<file path="config.mk">
export PLATFORM = sky130hd
export DESIGN_NAME = infix_to_postfix_converter
export DESIGN_NICKNAME = d
export VERILOG_FILES = /design/src/rtl/itpc_pkg.sv /design/src/rtl/itpc_stack_ram.sv /design/src/rtl/infix_to_postfix_converter.sv
export SDC_FILE = /design/constraint.sdc
export NUM_CORES = 1
export LEC_CHECK = 0
export CORE_ASPECT_RATIO = 0.75
export CORE_UTILIZATION = 49
export CTS_BUF_LIST = sky130_fd_sc_hd__clkbuf_4 sky130_fd_sc_hd__clkbuf_8 sky130_fd_sc_hd__clkbuf_16
export DETAILED_ROUTE_END_ITERATION = 10
export DONT_BUFFER_PORTS = 1
export SYNTH_ARGS = -nofsm -noshare
export SYNTH_HDL_FRONTEND = slang
export SYNTH_SLANG_ARGS = --single-unit
</file>
<file path="constraint.sdc">
create_clock -name clock -period 6.1 [get_ports clock]
set_input_delay 1.22 -clock clock [delete_from_list [all_inputs] [get_ports clock]]
set_output_delay 1.22 -clock clock [all_outputs]
set_load 0.02 [all_outputs]
</file>
<file path="src/rtl/itpc_pkg.sv">
`timescale 1ns / 1ps

package itpc_pkg;

   localparam int STACK_DEPTH_DEF = 16;

   localparam int FUNC_W  = 3;
   localparam int VALUE_W = 32;
   localparam int OP_W    = 2;
   localparam int KIND_W  = 2;
   localparam int SYM_W   = 3;

   // stream data widths, padded to whole bytes
   localparam int REQ_DATA_W = 40;
   localparam int RSP_DATA_W = 40;
   localparam int REQ_USED_W = VALUE_W + OP_W;
   localparam int RSP_USED_W = VALUE_W + SYM_W;
   localparam int RSP_PAD_W  = RSP_DATA_W - RSP_USED_W;

   // token kinds
   localparam logic [FUNC_W-1:0] FUNC_NUMBER = 3'd0;
   localparam logic [FUNC_W-1:0] FUNC_OPEN   = 3'd1;
   localparam logic [FUNC_W-1:0] FUNC_CLOSE  = 3'd2;
   localparam logic [FUNC_W-1:0] FUNC_OPER   = 3'd3;
   localparam logic [FUNC_W-1:0] FUNC_END    = 3'd4;

   // result kinds
   localparam logic [KIND_W-1:0] KIND_NUMBER = 2'd0;
   localparam logic [KIND_W-1:0] KIND_ENTRY  = 2'd1;
   localparam logic [KIND_W-1:0] KIND_ERROR  = 2'd2;

   // stack symbols; operators use their own code
   localparam logic [SYM_W-1:0] SYM_PLUS  = 3'd0;
   localparam logic [SYM_W-1:0] SYM_MINUS = 3'd1;
   localparam logic [SYM_W-1:0] SYM_TIMES = 3'd2;
   localparam logic [SYM_W-1:0] SYM_DIV   = 3'd3;
   localparam logic [SYM_W-1:0] SYM_OPEN  = 3'd4;

   // precedence: '(' 0, plus/minus 1, times/divide 2
   function automatic logic [1:0] prec_of(input logic [SYM_W-1:0] sym);
      logic [1:0] p;
      case (sym)
         SYM_OPEN:            p = 2'd0;
         SYM_PLUS, SYM_MINUS: p = 2'd1;
         SYM_TIMES, SYM_DIV:  p = 2'd2;
         default:             p = 2'd0;
      endcase
      return p;
   endfunction

endpackage

</file>
<file path="src/rtl/itpc_stack_ram.sv">
`timescale 1ns / 1ps

module itpc_stack_ram #(
   parameter int DEPTH  = itpc_pkg::STACK_DEPTH_DEF,
   parameter int ADDR_W = 4
) (
   input  logic                        clock,
   input  logic                        wr_en,
   input  logic [ADDR_W-1:0]           wr_addr,
   input  logic [itpc_pkg::SYM_W-1:0]  wr_data,
   input  logic [ADDR_W-1:0]           rd_addr,
   output logic [itpc_pkg::SYM_W-1:0]  rd_data
);

   logic [itpc_pkg::SYM_W-1:0] mem [DEPTH];
   logic [itpc_pkg::SYM_W-1:0] rd_data_ff;

   always_ff @(posedge clock) begin
      if (wr_en) begin
         mem[wr_addr] <= wr_data;
      end
      rd_data_ff <= mem[rd_addr];
   end

   assign rd_data = rd_data_ff;

endmodule

</file>
<file path="src/rtl/infix_to_postfix_converter.sv">
`timescale 1ns / 1ps

// Channel  Dir  Handshake               Payload
// req      in   req_tvalid/req_tready   tuser: func; tdata: number_value, operator_code
// rsp      out  rsp_tvalid/rsp_tready   tuser: out_kind; tdata: out_value, out_symbol; tlast
//
// A token is taken only when the converter is idle. A number is emitted and then flushed;
// an operator, paren or end pops stack entries, one pop per cycle unless the output stalls,
// set by the single read port of the stack RAM; an error is flushed the same way as a number.
// Reset is synchronous and leaves the stack empty; RAM contents are not cleared.
// A stalled rsp_tready holds the sequencer; one result waits in a pending register
// until it is known whether another result follows it.

module infix_to_postfix_converter #(
   parameter int STACK_DEPTH = itpc_pkg::STACK_DEPTH_DEF
) (
   input  logic                              clock,
   input  logic                              reset,
   input  logic                              req_tvalid,
   output logic                              req_tready,
   input  logic [itpc_pkg::REQ_DATA_W-1:0]   req_tdata,  // number_value, operator_code
   input  logic [itpc_pkg::FUNC_W-1:0]       req_tuser,  // func
   output logic                              rsp_tvalid,
   input  logic                              rsp_tready,
   output logic [itpc_pkg::RSP_DATA_W-1:0]   rsp_tdata,  // out_value, out_symbol
   output logic [itpc_pkg::KIND_W-1:0]       rsp_tuser,  // out_kind
   output logic                              rsp_tlast
);

   localparam int ADDR_W = (STACK_DEPTH > 1) ? $clog2(STACK_DEPTH) : 1;
   localparam int CNT_W  = $clog2(STACK_DEPTH + 1);
   localparam int SYM_W  = itpc_pkg::SYM_W;
   localparam int VAL_W  = itpc_pkg::VALUE_W;
   localparam int KIND_W = itpc_pkg::KIND_W;

   typedef enum logic [1:0] {
      S_IDLE,
      S_RUN,
      S_FLUSH
   } state_type;

   state_type                    state_ff, state_in;
   logic [CNT_W-1:0]             count_ff, count_in;
   logic [itpc_pkg::FUNC_W-1:0]  tok_func_ff, tok_func_in;
   logic [VAL_W-1:0]             tok_value_ff, tok_value_in;
   logic [itpc_pkg::OP_W-1:0]    tok_op_ff, tok_op_in;

   logic                         pend_valid_ff, pend_valid_in;
   logic [KIND_W-1:0]            pend_kind_ff, pend_kind_in;
   logic [VAL_W-1:0]             pend_value_ff, pend_value_in;
   logic [SYM_W-1:0]             pend_sym_ff, pend_sym_in;

   logic                         rsp_valid_ff, rsp_valid_in;
   logic [KIND_W-1:0]            rsp_kind_ff, rsp_kind_in;
   logic [VAL_W-1:0]             rsp_value_ff, rsp_value_in;
   logic [SYM_W-1:0]             rsp_sym_ff, rsp_sym_in;
   logic                         rsp_last_ff, rsp_last_in;

   logic                         fwd_ff, fwd_in;
   logic [SYM_W-1:0]             fwd_sym_ff, fwd_sym_in;

   logic                         wr_en;
   logic [ADDR_W-1:0]            wr_addr;
   logic [SYM_W-1:0]             wr_sym;
   logic [ADDR_W-1:0]            rd_addr;
   logic [SYM_W-1:0]             rd_sym;
   logic [CNT_W-1:0]             cnt_m1;

   logic                         out_free, step_ok, stack_empty, stack_full, pop_ok;
   logic [SYM_W-1:0]             top_sym, op_sym;
   logic                         emit, finish, go_flush;
   logic [KIND_W-1:0]            new_kind;
   logic [VAL_W-1:0]             new_value;
   logic [SYM_W-1:0]             new_sym;

   itpc_stack_ram #(
      .DEPTH  (STACK_DEPTH),
      .ADDR_W (ADDR_W)
   ) u_stack (
      .clock   (clock),
      .wr_en   (wr_en),
      .wr_addr (wr_addr),
      .wr_data (wr_sym),
      .rd_addr (rd_addr),
      .rd_data (rd_sym)
   );

   // RAM read is registered; a push to the address being read is forwarded
   assign top_sym     = fwd_ff ? fwd_sym_ff : rd_sym;
   assign out_free    = !rsp_valid_ff || rsp_tready;
   assign step_ok     = !pend_valid_ff || out_free;
   assign stack_empty = (count_ff == '0);
   assign stack_full  = (count_ff == CNT_W'(STACK_DEPTH));
   assign op_sym      = {1'b0, tok_op_ff};
   assign pop_ok      = !stack_empty &&
                        (itpc_pkg::prec_of(top_sym) >= itpc_pkg::prec_of(op_sym));
   assign req_tready  = (state_ff == S_IDLE);

   always_comb begin
      state_in      = state_ff;
      count_in      = count_ff;
      tok_func_in   = tok_func_ff;
      tok_value_in  = tok_value_ff;
      tok_op_in     = tok_op_ff;
      pend_valid_in = pend_valid_ff;
      pend_kind_in  = pend_kind_ff;
      pend_value_in = pend_value_ff;
      pend_sym_in   = pend_sym_ff;
      rsp_valid_in  = rsp_valid_ff && !rsp_tready;
      rsp_kind_in   = rsp_kind_ff;
      rsp_value_in  = rsp_value_ff;
      rsp_sym_in    = rsp_sym_ff;
      rsp_last_in   = rsp_last_ff;
      wr_en         = 1'b0;
      wr_addr       = count_ff[ADDR_W-1:0];
      wr_sym        = itpc_pkg::SYM_OPEN;
      emit          = 1'b0;
      finish        = 1'b0;
      go_flush      = 1'b0;
      new_kind      = itpc_pkg::KIND_ENTRY;
      new_value     = '0;
      new_sym       = top_sym;

      case (state_ff)
         S_IDLE: begin
            if (req_tvalid) begin
               tok_func_in  = req_tuser;
               tok_value_in = req_tdata[VAL_W-1:0];
               tok_op_in    = req_tdata[itpc_pkg::REQ_USED_W-1:VAL_W];
               state_in     = S_RUN;
            end
         end
         S_RUN: begin
            if (step_ok) begin
               case (tok_func_ff)
                  itpc_pkg::FUNC_NUMBER: begin
                     emit      = 1'b1;
                     go_flush  = 1'b1;
                     new_kind  = itpc_pkg::KIND_NUMBER;
                     new_value = tok_value_ff;
                     new_sym   = '0;
                  end
                  itpc_pkg::FUNC_OPEN: begin
                     if (stack_full) begin
                        emit     = 1'b1;
                        go_flush = 1'b1;
                        new_kind = itpc_pkg::KIND_ERROR;
                        new_sym  = '0;
                     end else begin
                        wr_en    = 1'b1;
                        wr_sym   = itpc_pkg::SYM_OPEN;
                        count_in = count_ff + 1'b1;
                        finish   = 1'b1;
                     end
                  end
                  itpc_pkg::FUNC_CLOSE: begin
                     if (stack_empty) begin
                        finish = 1'b1;
                     end else if (top_sym == itpc_pkg::SYM_OPEN) begin
                        // matching paren is dropped without a result
                        count_in = count_ff - 1'b1;
                        finish   = 1'b1;
                     end else begin
                        emit     = 1'b1;
                        count_in = count_ff - 1'b1;
                     end
                  end
                  itpc_pkg::FUNC_OPER: begin
                     if (pop_ok) begin
                        emit     = 1'b1;
                        count_in = count_ff - 1'b1;
                     end else if (stack_full) begin
                        emit     = 1'b1;
                        go_flush = 1'b1;
                        new_kind = itpc_pkg::KIND_ERROR;
                        new_sym  = '0;
                     end else begin
                        wr_en    = 1'b1;
                        wr_sym   = op_sym;
                        count_in = count_ff + 1'b1;
                        finish   = 1'b1;
                     end
                  end
                  itpc_pkg::FUNC_END: begin
                     if (!stack_empty) begin
                        emit     = 1'b1;
                        count_in = count_ff - 1'b1;
                     end else begin
                        finish = 1'b1;
                     end
                  end
                  default: begin
                     finish = 1'b1;
                  end
               endcase

               if (emit) begin
                  // the older pending result is now known not to be last
                  if (pend_valid_ff) begin
                     rsp_valid_in = 1'b1;
                     rsp_kind_in  = pend_kind_ff;
                     rsp_value_in = pend_value_ff;
                     rsp_sym_in   = pend_sym_ff;
                     rsp_last_in  = 1'b0;
                  end
                  pend_valid_in = 1'b1;
                  pend_kind_in  = new_kind;
                  pend_value_in = new_value;
                  pend_sym_in   = new_sym;
                  if (go_flush) begin
                     state_in = S_FLUSH;
                  end
               end else if (finish) begin
                  if (pend_valid_ff) begin
                     rsp_valid_in = 1'b1;
                     rsp_kind_in  = pend_kind_ff;
                     rsp_value_in = pend_value_ff;
                     rsp_sym_in   = pend_sym_ff;
                     rsp_last_in  = 1'b1;
                  end
                  pend_valid_in = 1'b0;
                  state_in      = S_IDLE;
               end
            end
         end
         S_FLUSH: begin
            if (out_free) begin
               rsp_valid_in  = 1'b1;
               rsp_kind_in   = pend_kind_ff;
               rsp_value_in  = pend_value_ff;
               rsp_sym_in    = pend_sym_ff;
               rsp_last_in   = 1'b1;
               pend_valid_in = 1'b0;
               state_in      = S_IDLE;
            end
         end
         default: begin
            state_in = S_IDLE;
         end
      endcase

      // keep the RAM output tracking the top of stack for the next cycle
      cnt_m1     = count_in - 1'b1;
      rd_addr    = (count_in == '0) ? '0 : cnt_m1[ADDR_W-1:0];
      fwd_in     = wr_en && (wr_addr == rd_addr);
      fwd_sym_in = wr_sym;
   end

   always_ff @(posedge clock) begin
      if (reset) begin
         state_ff      <= S_IDLE;
         count_ff      <= '0;
         pend_valid_ff <= 1'b0;
         rsp_valid_ff  <= 1'b0;
         fwd_ff        <= 1'b0;
      end else begin
         state_ff      <= state_in;
         count_ff      <= count_in;
         pend_valid_ff <= pend_valid_in;
         rsp_valid_ff  <= rsp_valid_in;
         fwd_ff        <= fwd_in;
      end
      tok_func_ff   <= tok_func_in;
      tok_value_ff  <= tok_value_in;
      tok_op_ff     <= tok_op_in;
      pend_kind_ff  <= pend_kind_in;
      pend_value_ff <= pend_value_in;
      pend_sym_ff   <= pend_sym_in;
      rsp_kind_ff   <= rsp_kind_in;
      rsp_value_ff  <= rsp_value_in;
      rsp_sym_ff    <= rsp_sym_in;
      rsp_last_ff   <= rsp_last_in;
      fwd_sym_ff    <= fwd_sym_in;
   end

   assign rsp_tvalid = rsp_valid_ff;
   assign rsp_tuser  = rsp_kind_ff;
   assign rsp_tdata  = {{itpc_pkg::RSP_PAD_W{1'b0}}, rsp_sym_ff, rsp_value_ff};
   assign rsp_tlast  = rsp_last_ff;

   a_count_bound: assert property (@(posedge clock) disable iff (reset)
      count_ff <= CNT_W'(STACK_DEPTH))
      else $error("stack count above depth");

   a_flush_pending: assert property (@(posedge clock) disable iff (reset)
      state_ff == S_FLUSH |-> pend_valid_ff)
      else $error("flush without pending result");

   a_error_is_last: assert property (@(posedge clock) disable iff (reset)
      rsp_tvalid && rsp_tuser == itpc_pkg::KIND_ERROR |-> rsp_tlast)
      else $error("overflow result not marked last");

   a_idle_no_pending: assert property (@(posedge clock) disable iff (reset)
      state_ff == S_IDLE |-> !pend_valid_ff)
      else $error("pending result left behind in idle");

endmodule
</file>
### Yosys cells after proc, flatten, opt, wreduce, memory -nomap -nowiden

Memories as Yosys holds them, arrays and structs flattened. A register that Yosys moved wholly into a read port is not among the register bits.
Cells that the tools add are included.

| word-level totals | value |
|---|---|
| bits in registers | 125 |
| memory bits (writable) | 48 |
| input port bits | 47 |
| memories kept | 1 |

| cells by class | value |
|---|---|
| add/subtract/negate cells | 3 |
| order comparisons | 1 |
| equal/unequal tests | 22 |
| multiplexer cells | 89 |
| reduce and logical (&&, ||, !) cells | 26 |

Memory list:

| memory | depth | bits a word | rd ports | clocked after memory_dff | write ports | line | text |
|---|---|---|---|---|---|---|---|
| u_stack.mem | 16 | 3 | 1 | 1 | 1 | itpc_stack_ram.sv:15 | `logic [itpc_pkg::SYM_W-1:0] mem [DEPTH];` |

Operator list:

| operator | number |
|---|---|
| 2-to-1 mux 32 bit | 5 |
| one-hot mux 32 bit (2 select lines) | 1 |
| 2-to-1 mux 3 bit | 13 |
| 2-to-1 mux 1 bit | 36 |
| 2-to-1 mux 2 bit | 13 |
| 2-to-1 mux 5 bit | 5 |
| one-hot mux 5 bit (3 select lines) | 1 |
| equality test 3 x 2 -> 1 bit, second input constant | 4 |
| != test 3 bit, second input constant | 4 |
| one-hot mux 2 bit (2 select lines) | 3 |
| one-hot mux 2 bit (3 select lines) | 2 |
| logical NOT 5 bit | 2 |
| one-hot mux 1 bit (5 select lines) | 2 |
| OR reduction 2 bit | 5 |
| logical NOT 3 bit | 3 |
| one-hot mux 3 bit (3 select lines) | 1 |
| one-hot mux 1 bit (2 select lines) | 4 |
| equality test 2 bit, second input constant | 3 |
| equality test 3 x 1 -> 1 bit, second input constant | 2 |
| equality test 3 bit, second input constant | 2 |
| != test 2 bit, second input constant | 3 |
| one-hot mux 3 bit (2 select lines) | 1 |
| AND reduction 6 bit | 1 |
| adder 5 x 1 -> 5 bit, second input constant | 1 |
| 17 further kinds | 24 |

### Longest topological paths before layout

Gate-level depths: netlist (run 1).

| depth | value |
|---|---|
| word-level depth | 14 |
| gate-level depth with buffers | 17 |

### By module

From an unflattened synthesis (run 1), not the netlist that was laid out.

| unflattened totals | value |
|---|---|
| cells, all modules | 458 |
| area total of the unflattened synthesis | 7129.3 um^2 |

By module, submodules not included:

| module | instances | cells an instance | area each (um^2) |
|---|---|---|---|
| infix_to_postfix_converter | 1 | 355 | 5117.4 |
| itpc_stack_ram | 1 | 103 | 2011.9 |

### Worst setup path before layout (run 1)

Ideal clock, no wire load.

| timing | value |
|---|---|
| path type | register to register |
| start point | register fwd_ff |
| end point | register pend_kind_ff[0], enable pin |
| setup time | 0.444 ns |
| arrival time | 3.982 ns |
| path slack | 1.675 ns |
| cell stages (with the launch flop) | 11 |
| path buffers | 1 |
| period minus slack after synthesis | 4.425 ns |
| cells stage by stage | dfxtp_1 -> clkbuf_1 -> mux2i_1 -> nor2b_1 -> ha_1 -> nand2_1 -> o21ai_1 -> a32oi_1 -> o22ai_1 -> nand2_1 -> a21oi_1 |

| on the way | value |
|---|---|
| longest elaborated chain between the ends | 11 |
| elaborated cells between the ends (all ways) | 18 |
| those cells by class | order compare: 1; eq/ne: 4; mux: 8; reduce/logical: 5 |

RTL lines:

| what | line | text |
|---|---|---|
| from (decl) | infix_to_postfix_converter.sv:59 | `logic fwd_ff, fwd_in;` |
| from (signal assigned) | infix_to_postfix_converter.sv:261 | `fwd_ff <= fwd_in;` |
| 2-to-1 mux 3 bit * | infix_to_postfix_converter.sv:89 | `assign top_sym = fwd_ff ? fwd_sym_ff : rd_sym;` |
| equality test 3 x 2 -> 1 bit, or another cell as far along | itpc_pkg.sv:42 | `case (sym)` |
| OR reduction 2 bit | itpc_pkg.sv:42 |  |
| one-hot mux 2 bit (2 select lines) | itpc_pkg.sv:42 |  |
| >= comparator 2 bit | infix_to_postfix_converter.sv:96 | `(itpc_pkg::prec_of(top_sym) >= itpc_pkg::prec_of(op_sym));` |
| logical AND 1 bit | infix_to_postfix_converter.sv:95 | `assign pop_ok = !stack_empty &&` |
| 2-to-1 mux 1 bit | infix_to_postfix_converter.sv:169 | `if (pop_ok) begin` |
| one-hot mux 1 bit (5 select lines) * | infix_to_postfix_converter.sv:135 | `case (tok_func_ff)` |
| 2-to-1 mux 1 bit * | infix_to_postfix_converter.sv:134 | `if (step_ok) begin` |
| 2-to-1 mux 1 bit * | infix_to_postfix_converter.sv:124 | `case (state_ff)` |
| AND reduction 3 bit (no line) * | n/a |  |
| to (signal assigned) | infix_to_postfix_converter.sv:266 | `pend_kind_ff <= pend_kind_in;` |
| to (decl) | infix_to_postfix_converter.sv:49 | `logic [KIND_W-1:0] pend_kind_ff, pend_kind_in;` |

Mark *: on every way between the ends. The rest lies on a longest branch, timed or not. The select of a mux whose other input is x is not followed.
A chain may end at the register's enable or synchronous reset.

### Final worst setup path (run 1)

| timing | value |
|---|---|
| start point | register fwd_ff |
| end point | register u_stack.rd_data_ff, in the netlist u_stack.rd_data[0], read port of u_stack.mem |

| on the way | value |
|---|---|
| longest elaborated chain between the ends | 12 |
| elaborated cells between the ends (all ways) | 17 |
| those cells by class | add/sub: 1; order compare: 1; eq/ne: 3; mux: 7; reduce/logical: 5 |

RTL lines:

| what | line | text |
|---|---|---|
| 2-to-1 mux 3 bit * | infix_to_postfix_converter.sv:89 |  |
| equality test 3 x 2 -> 1 bit, or another cell as far along | itpc_pkg.sv:42 |  |
| OR reduction 2 bit | itpc_pkg.sv:42 |  |
| one-hot mux 2 bit (2 select lines) * | itpc_pkg.sv:42 |  |
| >= comparator 2 bit * | infix_to_postfix_converter.sv:96 |  |
| logical AND 1 bit * | infix_to_postfix_converter.sv:95 |  |
| 2-to-1 mux 5 bit * | infix_to_postfix_converter.sv:169 |  |
| one-hot mux 5 bit (3 select lines) * | infix_to_postfix_converter.sv:135 |  |
| 2-to-1 mux 5 bit * | infix_to_postfix_converter.sv:134 |  |
| 2-to-1 mux 5 bit * | infix_to_postfix_converter.sv:124 |  |
| subtractor 4 x 1 -> 4 bit or logical NOT 5 bit (tied branches) | infix_to_postfix_converter.sv:243, infix_to_postfix_converter.sv:244 |  |
| 2-to-1 mux 4 bit * | infix_to_postfix_converter.sv:244 | `rd_addr = (count_in == '0) ? '0 : cnt_m1[ADDR_W-1:0];` |
| to (decl) | itpc_stack_ram.sv:16 | `logic [itpc_pkg::SYM_W-1:0] rd_data_ff;` |

Mark *: on every way between the ends. The rest lies on a longest branch, timed or not.

==> key figures, run 1 <==
Run status
  – Status: finished, final reports clean

Routing
  – Met3 WL: 1.34 mm
  – Post-route ant nets: 0
  – Remaining DRCs: 0
  – Number of DRC markers in iteration 0: 419
  – DRT Pass-1 Iters: 5
  – Metal2 WL: 6.64 mm
  – Drt wl/cell: 20.2 um
  – Detailed-route wire length: 14.7 mm
  – Uppermost layer routed: met4
  – DRT met1 WL: approximately 6.6 mm
  – DR vias/cell: around 6
  – Routed via count: 4,286

Global route
  – Largest net degree at the start of global routing: 38
  – Global Route Usage Sum: between 10% and 20%
  – Global-route wire length before repair: 22.3 mm
  – Vias in the first global route: 3,985
  – Total grt overflow: 0
  – Initial antenna violation count: 0

Clocking
  – Cts hold-fix bufs: 0
  – CTS Sinks: 176
  – Setup Fix Bufs, Post-CTS: 0
  – Cts repair resizes: 0
  – CTS tree: yes
  – H-tree depth: 4
  – Clock Tree Root: clkbuf_16
  – Clock network latency to the later pin of the worst-skew pair: 0.43 ns
  – Reg clk slew, reported paths: around 0.070 ns
  – Total CTS buffers: 17
  – Clock buffer depth: 2

STA
  – Highest clock rate: 211 MHz
  – Final Skew: between 0.01 and 0.015 ns
  – Final setup violation count: 0
  – RSZ-0062 raised after global routing: false
  – Setup TNS: 0 ns
  – Tmin final: 4.74 ns
  – Worst slew pin tran: around 1.2 ns
  – Max-slew violations: 0
  – Max_slew headroom: 19.3%
  – Crit share post-route: slightly below 80%
  – Final Hold Vio Count: 0

Floorplan
  – Width of the chip: 144 um
  – FP Rows: 38
  – Core area: 14,500 um^2
  – Initial Util: roughly half
  – Height of the die: 108 um
  – IO Count: 92
  – Die Area: around 16,000 um^2

Logic synthesis
  – Synth Cell Area: 7360 um^2
  – Post-synth EDFFs: 160
  – Async S/R FF share, synth: 0%
  – Post-synthesis sequential area ratio: 69.6%
  – Mapped Avg Cell Area: 14.2 um^2
  – Post-synthesis register bit count: 176
  – Syn Inst Count: 517
  – Post-synth cell types: 74
  – Synth warn: 0
  – Ys flop type: edfxtp_1

Hold path
  – Hold path cells: 0
  – Hold WC Path Type: register to register
  – End of the worst hold path: rsp_value_ff[24]
  – Hold Path Origin: pend_value_ff[24]

Pwr
  – Leakage: 2.84 nW
  – Worst VDD drop: between 0.2 and 0.25 mV
  – Power Dens Cells: 339 nW/um^2

Worst setup path
  – Crit path cell chain: mux2i_1 -> nor2b_1 -> ha_1 -> nand2_1 -> o21ai_1 -> nand2_1 -> a32o_1 -> a32oi_1 -> ha_1 -> inv_1 -> nor3_4 -> a21boi_1 -> a2111o_1 -> nand3_1 -> o211ai_1
  – Slowest-stage cell, CP: o21ai_1
  – Delay of the slowest cell on the worst path: about 0.68 ns
  – Worst Path Arrival: 5.03 ns
  – Top delay family on crit path: compound AO/OA/AOI/OAI gates
  – R2r startpoint: fwd_ff
  – CP Class: register to register
  – Worst Reg-to-Reg Cells: 15
  – Flop-to-flop setup slack: roughly 1.4 ns
  – R2R Path End: u_stack.rd_data[0]
  – Critical Path Fanout Max: 10
  – CP endpoint kind: register
  – Req. time, crit path: 6.40 ns
  – CP Buf/Inv Count: 1
  – Worst Setup Start Kind: register

Layout
  – Fillers: 1,216
  – Layout cells sized above 1: 9.98%
  – Final net count: ~580
  – Antenna diodes: 0
  – Core Util, Final: between 50 and 60%
  – Synth-to-layout area growth: 10.4%

Flow run
  – Max-cap viol count: 0

Placed design
  – Port bufs: 0
  – Gp weighted congestion: between 0.8 and 0.9
  – Final HPWL DP: 9.96 mm
==> metrics by stage <==
stage	hold slack [ns]	setup slack [ns]	cells	instance area (um^2)	total power, W
CTS	0.414	1.44	731	8130	0.00277
global placement	0.400	1.56	699	7540	0.00171
detailed placement	0.405	1.48	699	7540	0.00171
finish	0.415	1.36	731	8130	0.00276
floorplan	0.400	1.67	521	7380	0.00164
global route	0.420	1.00	731	8130	0.00286
==> state kept, by name, indices dropped and copies added, names as in the netlist <==
signal,flops
u_stack.mem,48
u_stack.rd_data,3
pend_valid_ff,1
tok_op_ff,2
count_ff,5
pend_kind_ff,2
state_ff,2
pend_sym_ff,3
fwd_ff,1
fwd_sym_ff,3
tok_func_ff,3
rsp_tvalid,1
rsp_tuser,2
rsp_sym_ff,3
tok_value_ff,32
pend_value_ff,32
rsp_tlast,1
rsp_value_ff,32
==> logic make-up (layout without fill, tap and decap cells) <==
group	Yosys count	after routing	share of synthesized area (%)
DFF	176	176	69.6
muxes	20	20	3.23
buffers and inverters	47	57	2.97
other	1	5	0.0509
xor gates and xnor gates	2	2	0.238
adders and majority gates	10	10	1.70
AOI/OAI and AO/OA	93	93	9.48
and+or+nand+nor	168	168	12.7
==> worst max-delay path by stage <==
| stage | start | to | slack [ns] | depth (start not counted) |
|---|---|---|---|---|
| detailed placement | fwd_ff | u_stack.rd_data[2] | 1.48 | 15 |
| global route | fwd_ff | u_stack.rd_data[2] | 1.00 | 15 |
| floorplan | fwd_ff | pend_kind_ff[0] | 1.67 | 10 |
| global placement | fwd_ff | u_stack.rd_data[2] | 1.56 | 15 |
| CTS | fwd_ff | u_stack.rd_data[2] | 1.44 | 15 |
| finish | fwd_ff | u_stack.rd_data[0] | 1.36 | 15 |
==> metal layers <==
| metal | global-route usage [%] | vias to the layer above |
|---|---|---|
| li1 | - | 1971 |
| met1 | 27.9 | 2117 |
| met2 | 28.6 | 181 |
| met3 | 7.04 | 17 |
| met4 | 6.84 | 0 |
| met5 | 0 | - |
==> report_power, final <==
| part | total, W | leakage (nW) | internal, W | switching [W] |
|---|---|---|---|---|
| logic | 0.000310 | 0.896 | 0.000106 | 0.000204 |
| clock network | 0.00107 | 0.291 | 0.000551 | 0.000516 |
| registers | 0.00138 | 1.65 | 0.00136 | 0.0000245 |
| total | 0.00276 | 2.84 | 0.00201 | 0.000745 |
==> cell usage after synthesis, types with 3 or more instances <==
cell,count,area share (%)
edfxtp_1,160,65
and2_1,38,3.2
nor2_1,29,1.5
nand2_1,28,1.4
inv_1,17,0.87
dfxtp_1,16,4.4
clkbuf_1,14,0.71
mux2i_1,14,1.9
nand3_1,14,0.95
o21ai_0,14,0.95
a21oi_1,12,0.82
and3_1,12,1.0
ha_1,10,1.7
nor3_1,10,0.68
o211ai_1,10,1.0
nor2b_1,7,0.59
a211oi_1,6,0.61
a31oi_1,6,0.51
buf_4,6,0.61
nor3b_1,5,0.51
o22ai_1,5,0.42
a2111o_1,4,0.61
a221o_1,4,0.54
and4_1,4,0.48
buf_2,4,0.27
mux2_2,3,0.46
nand2b_1,3,0.25
nor4b_1,3,0.36
o31ai_1,3,0.31
==> cell type report <==
class | instances | area (um^2) | share of cell area, %
flip-flops and latches | 176 | 5120 | 63.0
clock buffers | 17 | 425 | 5.23
multi-input cells | 298 | 2050 | 25.2
repair buffers | 6 | 45.0 | 0.554
inverters | 19 | 71.3 | 0.877
well taps | 200 | 250 | 3.08
clock inverters | 15 | 163 | 2.00
==> placed cells by master, fill, tap and decap left out, types with 3 or more instances in the layout <==
cell type,count
nand2b_1,3
nor3b_1,5
clkinv_8,3
nor4b_1,3
nand3_1,14
a21oi_1,11
edfxtp_1,160
ha_1,10
a211oi_1,6
o211ai_1,10
a2111o_1,4
a221o_1,4
nor2_1,29
clkbuf_16,17
nor3_1,9
inv_1,17
and3_1,12
o31ai_1,3
and2_1,37
and4_1,4
inv_6,4
conb_1,5
o22ai_1,5
inv_8,5
a31oi_1,6
buf_4,6
nand2_1,28
nor2b_1,7
mux2i_1,14
o21ai_0,14
mux2_2,3
dfxtp_1,16
(Power assumes the default switching activity.)
==> run 2, diff against run 1 <==
--- a/config.mk
+++ b/config.mk
@@ -5,6 +5,7 @@
 export SDC_FILE = /design/constraint.sdc
 export NUM_CORES = 1
 export LEC_CHECK = 0
+export ABC_AREA = 1
 export CORE_ASPECT_RATIO = 0.75
 export CORE_UTILIZATION = 49
 export CTS_BUF_LIST = sky130_fd_sc_hd__clkbuf_4 sky130_fd_sc_hd__clkbuf_8 sky130_fd_sc_hd__clkbuf_16
==> constraint.sdc (replaced) <==
create_clock -name clock -period 4.57 [get_ports clock]
set_input_delay 0.914 -clock clock [delete_from_list [all_inputs] [get_ports clock]]
set_output_delay 0.914 -clock clock [all_outputs]
set_load 0.02 [all_outputs]
==> run 2 against run 1 <==
- die area decreased by 1.0%
- clock power up 36%
- utilization shrank 0.14 points
- first-iteration DRC count fell by 26%
- sequential share of layout area rose by 0.36 points
- cell count increased by 16%
- maximum frequency up 29%
- setup slack got worse by 0.47 ns
- critical endpoint is now u_stack.rd_data[2]
==> key figures, run 2 <==
Run status
  – Status: finished, final reports clean

Logic synthesis
  – Post-synthesis register bit count: 176 (unchanged)
  – Yosys top cell area share: 65.9% (+0.68 points)
  – Synth Cell Area: 7290 um^2 (-1.0%)
  – Top post-synthesis cells by area: edfxtp_1 66%, inv_1 5.5%, nand2_1 4.7%
  – Async S/R FF share, synth: 0% (unchanged)
  – Post-synth EDFFs: 160 (unchanged)
  – Post-synth cell types: 37 (-50%)
  – Ys flop type: edfxtp_1
  – Most instantiated cells after synthesis: 160 x edfxtp_1, 106 x inv_1, 92 x nand2_1
  – Area leader, netlist: edfxtp_1
  – Synth warn: 0 (unchanged)
  – Most frequent cell after synthesis: edfxtp_1
  – Post-synthesis sequential area ratio: 70.3% (+0.73 points)
  – Syn Inst Count: 624 (+21%)
  – Mapped Avg Cell Area: 11.7 um^2 (-18%)

Layout
  – Most frequent cells in the layout: 160 x edfxtp_1, 106 x inv_1, 92 x nand2_1
  – Reg with most FFs: u_stack.mem
  – Final net count: 692 (+20%)
  – Most common cell after layout, fill and taps aside: edfxtp_1
  – Antenna diodes: 0 (unchanged)
  – Layout cells sized above 1: 12.1% (+2.1 points)
  – Largest register FFs: 48 (unchanged)
  – Register area: 5120 um^2 (unchanged)
  – Fillers: 1,201 (-1.2%)
  – Area occupied by multi-input gates: 1620 um^2 (-21%)
  – Synth-to-layout area growth: 11.0%

Hold path
  – Hold Path Origin: pend_sym_ff[2]
  – Hold WC Path Type: register to register

Global route
  – Initial antenna violation count: 0 (unchanged)
  – Global-route wire length before repair: 20.2 mm (-9.7%)
  – Met3 usage: 4.89% (-2.1 points)
  – Top Usage Layer GRT: met2
  – Met2 Usage GRT: 28.7% (+0.11 points)
  – Largest net degree at the start of global routing: 38 (unchanged)
  – Total grt overflow: 0 (unchanged)
  – Met1 Usage GRT: 23.4% (-4.5 points)
  – Vias in the first global route: 4,061 (+1.9%)
  – Global Route Usage Sum: 18.1% (-1.8 points)

Floorplan
  – Die Area: 15,400 um^2 (-1.0%)
  – Height of the die: 108 um (-0.51%)
  – Core area: 14,500 um^2 (-0.33%)
  – FP Rows: 38 (unchanged)
  – IO Count: 92 (unchanged)
  – Initial Util: 50.3% (-0.36 points)
  – Width of the chip: 143 um (-0.51%)

Clocking
  – Setup Fix Bufs, Post-CTS: 0 (unchanged)
  – Total CTS buffers: 17 (unchanged)
  – Clock Tree Root: clkbuf_16
  – Cts hold-fix bufs: 0 (unchanged)
  – Cts repair resizes: 0 (unchanged)
  – CTS Sinks: 176 (unchanged)
  – Clock network latency to the later pin of the worst-skew pair: 0.43 ns (about the same)
  – CTS tree: yes
  – Reg clk slew, reported paths: 0.07 ns (about the same)
  – Clock buffer depth: 2 (unchanged)
  – H-tree depth: 4 (unchanged)

Pwr
  – Worst VDD drop: 0.475 mV (+110%)
  – Leakage: 3.28 nW (+16%)
  – Power Dens Cells: 674 nW/um^2 (+99%)

Routing
  – Number of DRC markers in iteration 0: 311 (-26%)
  – Detailed-route wire length: 12.6 mm (-15%)
  – Post-route ant nets: 0 (unchanged)
  – DR vias/cell: 4.90 (-16%)
  – Remaining DRCs: 0 (unchanged)
  – Routed via count: 4,149 (-3.2%)
  – DRT Pass-1 Iters: 4 (-1)
  – Drt wl/cell: 14.9 um (-26%)

STA
  – Max_slew headroom: 29.8% (+11 points)
  – Final Skew: 0.00947 ns (-0.00265 ns)
  – Final Hold Vio Count: 0 (unchanged)
  – Tmin final: 3.68 ns (-1.06 ns)
  – RSZ-0062 raised after global routing: false
  – Worst slew pin tran: 1.05 ns (-0.156 ns)
  – Worst hold slack: 0.419 ns (+0.00410 ns)
  – Crit share post-route: 80.4% (+2.8 points)
  – Setup TNS: 0 ns (unchanged)
  – Max-slew violations: 0 (unchanged)
  – Final setup violation count: 0 (unchanged)
  – Highest clock rate: 272 MHz (+29%)

Worst setup path
  – Critical Path Fanout Max: 27 (+17)
  – End of the critical path: u_stack.rd_data[2]
  – R2R Path End: u_stack.rd_data[2]
  – Crit. Startpoint: fwd_ff
  – Flop-to-flop setup slack: 0.89 ns (-0.47 ns)
  – Req. time, crit path: 4.88 ns (-1.52 ns)
  – CP endpoint kind: register
  – CP Class: register to register
  – Worst Path Arrival: 3.99 ns (-1.04 ns)
  – R2r startpoint: fwd_ff
  – Worst Reg-to-Reg Cells: 23 (+8)
  – Worst Setup Start Kind: register

Placed design
  – Final HPWL DP: 8.62 mm (-13%)
  – Port bufs: 0 (unchanged)
  – Gp weighted congestion: 0.843 (-6.0%)

Flow run
  – Max-cap viol count: 0 (unchanged)
==> run 2: area by class of cell <==
cell class	instances	share of cell area [%]
Clock buffer	17	5.26
Inverter	120	5.60
Tap cell	200	3.10
Sequential cell	176	63.4
Timing Repair Buffer	5	0.464
Multi-Input combinational cell	315	20.0
Clock inverter	14	2.20
==> run 2: worst max-delay path, stage by stage (launching register included) <==
cell,delay (ns)
dfxtp_1,0.35
o21ai_0,0.34
inv_1,0.11
nor2_1,0.11
ha_1,0.25
nand2_1,0.07
nand3_1,0.15
nand3_2,0.14
nand2_2,0.08
inv_2,0.06
nand2_2,0.07
nand2_1,0.09
nand2_2,0.06
nand2_4,0.27
ha_1,0.29
nand2_4,0.11
inv_2,0.06
nand2_2,0.18
nand2_4,0.30
nor2_1,0.07
nand2_1,0.07
nand3_1,0.09
nand3_1,0.13
nand2_1,0.07
==> run 2: power by group <==
part	leakage (nW)	internal (W)	switching [W]
logic	1.42	0.000494	0.00125
clock network	0.289	0.000823	0.000628
registers	1.58	0.00207	0.000186
==> run 2: routing by layer <==
layer | vias to the layer above | wire, um
li1 | 2042 | -
met1 | 1975 | 5810
met5 | - | 0
met4 | 0 | 201
met2 | 119 | 5940
met3 | 13 | 649
==> run 2: how the worst min path moves through the flow <==
stage	to	slack [ns]	cells past startpoint
after floorplan	rsp_sym_ff[0]	0.40	0
after global placement	rsp_value_ff[24]	0.40	0
after detailed placement	rsp_value_ff[29]	0.41	0
after CTS	rsp_value_ff[31]	0.42	0
after global routing	rsp_value_ff[8]	0.43	0
final	rsp_sym_ff[2]	0.42	0
==> run 2: cell families after synthesis <==
family                     Yosys count  synth area share [%]
adders and majority gates           10                  1.72
AOI/OAI and AO/OA                   21                  1.91
other                                1                0.0515
and+or+nand+nor                    274                  17.6
DFF                                176                  70.3
buffers and inverters              137                  7.80
xor gates and xnor gates             5                 0.601
==> run 2: through the flow <==
stage	cells	util [%]	worst slack, ns	power [W]	area (um^2)
5_1_grt	847	55.8	0.535	0.00577	8090
3_5_place_dp	816	51.6	0.902	0.00402	7480
3_3_place_gp	816	51.6	0.983	0.00396	7480
4_1_cts	847	55.8	0.888	0.00548	8090
6_report	847	55.8	0.894	0.00545	8090
2_1_floorplan	628	-	1.08	0.00368	7300
==> run 3, diff against run 2 <==
==> constraint.sdc (replaced) <==
create_clock -name clock -period 3.41 [get_ports clock]
set_input_delay 0.682 -clock clock [delete_from_list [all_inputs] [get_ports clock]]
set_output_delay 0.682 -clock clock [all_outputs]
set_load 0.02 [all_outputs]
==> run 3 against run 2 <==
- die area unchanged
- critical path depth decreased by 4
- wire length increased by 0.25%
- largest cell class unchanged
- global-route usage increased by 0.45 points
- critical endpoint is now u_stack.rd_data[0]
- register-to-register slack got worse by 0.59 ns
- sequential share of layout area decreased by 0.48 points
- clock skew about the same
- sequential power increased by 34%
==> key figures, run 3 (synthesis results as in run 2) <==
Run status
  – Status: finished, final reports clean

Layout
  – Synth-to-layout area growth: 11.8%
  – Reg with most FFs: u_stack.mem
  – Final net count: 700 (+1.2%)
  – Largest register FFs: 48 (unchanged)
  – Most common cell after layout, fill and taps aside: edfxtp_1
  – Layout cells sized above 1: 13.4% (+1.4 points)
  – Antenna diodes: 0 (unchanged)
  – Fillers: 1,198 (-0.25%)
  – Most frequent cells in the layout: 160 x edfxtp_1, 106 x inv_1, 92 x nand2_1

Clocking
  – Setup Fix Bufs, Post-CTS: 0 (unchanged)
  – Clock buffer depth: 2 (unchanged)
  – Total CTS buffers: 17 (unchanged)
  – H-tree depth: 4 (unchanged)
  – Clock Tree Root: clkbuf_16
  – CTS tree: yes
  – Clock network latency to the later pin of the worst-skew pair: 0.43 ns (about the same)
  – Reg clk slew, reported paths: 0.06 ns (about the same)
  – CTS Sinks: 176 (unchanged)

Flow run
  – Max-cap viol count: 0 (unchanged)

Worst setup path
  – R2R Path End: u_stack.rd_data[0]
  – Critical Path Fanout Max: 10 (-63%)
  – Flop-to-flop setup slack: 0.31 ns (-0.59 ns)
  – R2r startpoint: fwd_ff
  – Crit. Startpoint: fwd_ff
  – End of the critical path: u_stack.rd_data[0]
  – CP endpoint kind: register
  – Worst Path Arrival: 3.41 ns (-0.58 ns)
  – Req. time, crit path: 3.72 ns (-1.16 ns)
  – CP Class: register to register
  – Worst Reg-to-Reg Cells: 19 (-17%)
  – Worst Setup Start Kind: register

Pwr
  – Psw: 0.00280 W (+36%)
  – Sw Share: 38.0% (+0.18 points)
  – Worst VDD drop: 0.580 mV (+22%)
  – Power Dens Cells: 905 nW/um^2 (+34%)
  – Clock power share: 26.0% (-0.6 points)
  – Seq pwr share: 41.0% (-0.4 points)
  – Internal: 0.00457 W (+35%)
  – Leakage: 3.32 nW (+1.0%)
  – Comb power frac: 33.0% (+1.0 points)

Floorplan
  – Height of the die: 108 um (unchanged)
  – FP Rows: 38 (unchanged)
  – Width of the chip: 143 um (unchanged)
  – IO Count: 92 (unchanged)
  – Initial Util: 50.3% (unchanged)
  – Core area: 14,500 um^2 (unchanged)
  – Die Area: 15,400 um^2 (unchanged)

Global route
  – Global Route Usage Sum: 18.5% (+0.45 points)
  – Largest net degree at the start of global routing: 38 (unchanged)
  – Initial antenna violation count: 0 (unchanged)
  – Vias in the first global route: 4,104 (+1.1%)
  – Global-route wire length before repair: 20.7 mm (+2.6%)
  – Total grt overflow: 0 (unchanged)

STA
  – Worst hold slack: 0.318 ns (-0.101 ns)
  – Crit share post-route: 91.0% (+11 points)
  – Final setup violation count: 0 (unchanged)
  – Worst slew pin tran: 0.631 ns (-0.419 ns)
  – Max-slew violations: 0 (unchanged)
  – Final Hold Vio Count: 0 (unchanged)
  – Tmin final: 3.10 ns (-0.574 ns)
  – Max_slew headroom: 57.6% (+28 points)
  – Highest clock rate: 322 MHz (+18%)
  – RSZ-0062 raised after global routing: false
  – Setup TNS: 0 ns (unchanged)
  – Final Skew: 0.00939 ns (-0.0000787 ns)

Routing
  – Drt wl/cell: 14.8 um (-0.69%)
  – DRT Pass-1 Iters: 7 (+3)
  – DR vias/cell: 4.86 (-0.82%)
  – Remaining DRCs: 0 (unchanged)
  – Routed via count: 4,154 (+0.12%)
  – Detailed-route wire length: 12.6 mm (+0.25%)
  – Post-route ant nets: 0 (unchanged)
  – Number of DRC markers in iteration 0: 292 (-6.1%)

Placed design
  – Gp weighted congestion: 0.832 (-1.3%)
  – Final HPWL DP: 8.61 mm (-0.19%)
  – Port bufs: 0 (unchanged)

Hold path
  – Hold WC Path Type: input pin to register
==> run 3: how the worst min path moves through the flow <==
stage / endpoint / cells after the start / slack, ns / start
finish: rsp_tvalid / 1 / 0.32 / reset
CTS: count_ff[4] / 1 / 0.30 / reset
floorplan: rsp_sym_ff[0] / 0 / 0.40 / pend_sym_ff[0]
detailed placement: rsp_tuser[1] / 0 / 0.40 / pend_kind_ff[1]
global route: count_ff[4] / 1 / 0.29 / reset
global placement: rsp_value_ff[13] / 0 / 0.40 / pend_value_ff[13]
==> run 3: layout make-up <==
type	instances	area, um^2	share of cell area [%]
clock buffer	17	425	5.22
clock inverter	14	169	2.07
inverter	120	453	5.56
multi-input combinational	315	1630	20.0
sequential	176	5130	62.9
tap	200	250	3.07
timing repair buffer	13	97.6	1.20
==> run 3: critical path, stage by stage (launching register included) <==
cell and delay, ns:
dfxtp_2 0.34, o21ai_0 0.16, buf_4 0.15, nand2_1 0.06
ha_1 0.30, nand2_1 0.06, nand3_1 0.15, nand3_1 0.14
nand2_1 0.09, or2_0 0.22, a22oi_2 0.18, ha_2 0.25
nand2_4 0.10, inv_2 0.06, nand2_2 0.09, buf_4 0.20
nand3_2 0.15, inv_1 0.09, nand3_1 0.11, nand2_1 0.08
==> run 3: routing by layer <==
layer	up-vias	GRT usage, %	part of all wire (%)
li1	2062	-	-
met1	1963	23.4	46
met2	118	29.5	46
met3	11	6.32	6.8
met4	0	6.99	0.99
met5	-	0	0
==> run 3: stage by stage <==
step	setup slack (ns)	utilization (%)	std cells	total power (W)	instance area [um^2]
after global placement	0.217	52.0	824	0.00541	7540
after CTS	0.150	56.1	855	0.00739	8140
final	0.308	56.2	855	0.00737	8150
after global routing	0.0246	56.2	855	0.00783	8150
after floorplan	0.431	-	628	0.00493	7300
after detailed placement	0.152	52.0	824	0.00547	7540
==> run 3: power by group through the flow <==
stage | combinational (W) | sequential, W | clock [W]
6_report | 0.00244 | 0.00302 | 0.00191
5_1_grt | 0.00273 | 0.00306 | 0.00204
4_1_cts | 0.00240 | 0.00303 | 0.00196
3_5_place_dp | 0.00240 | 0.00307 | 0
3_3_place_gp | 0.00235 | 0.00306 | 0
2_1_floorplan | 0.00191 | 0.00302 | 0
==> run 3: what timing repair did <==
action | CTS | global route
setup endpoints to repair | 0 | 4
hold buffers | 0 | 0
gates resized for setup | 0 | 4
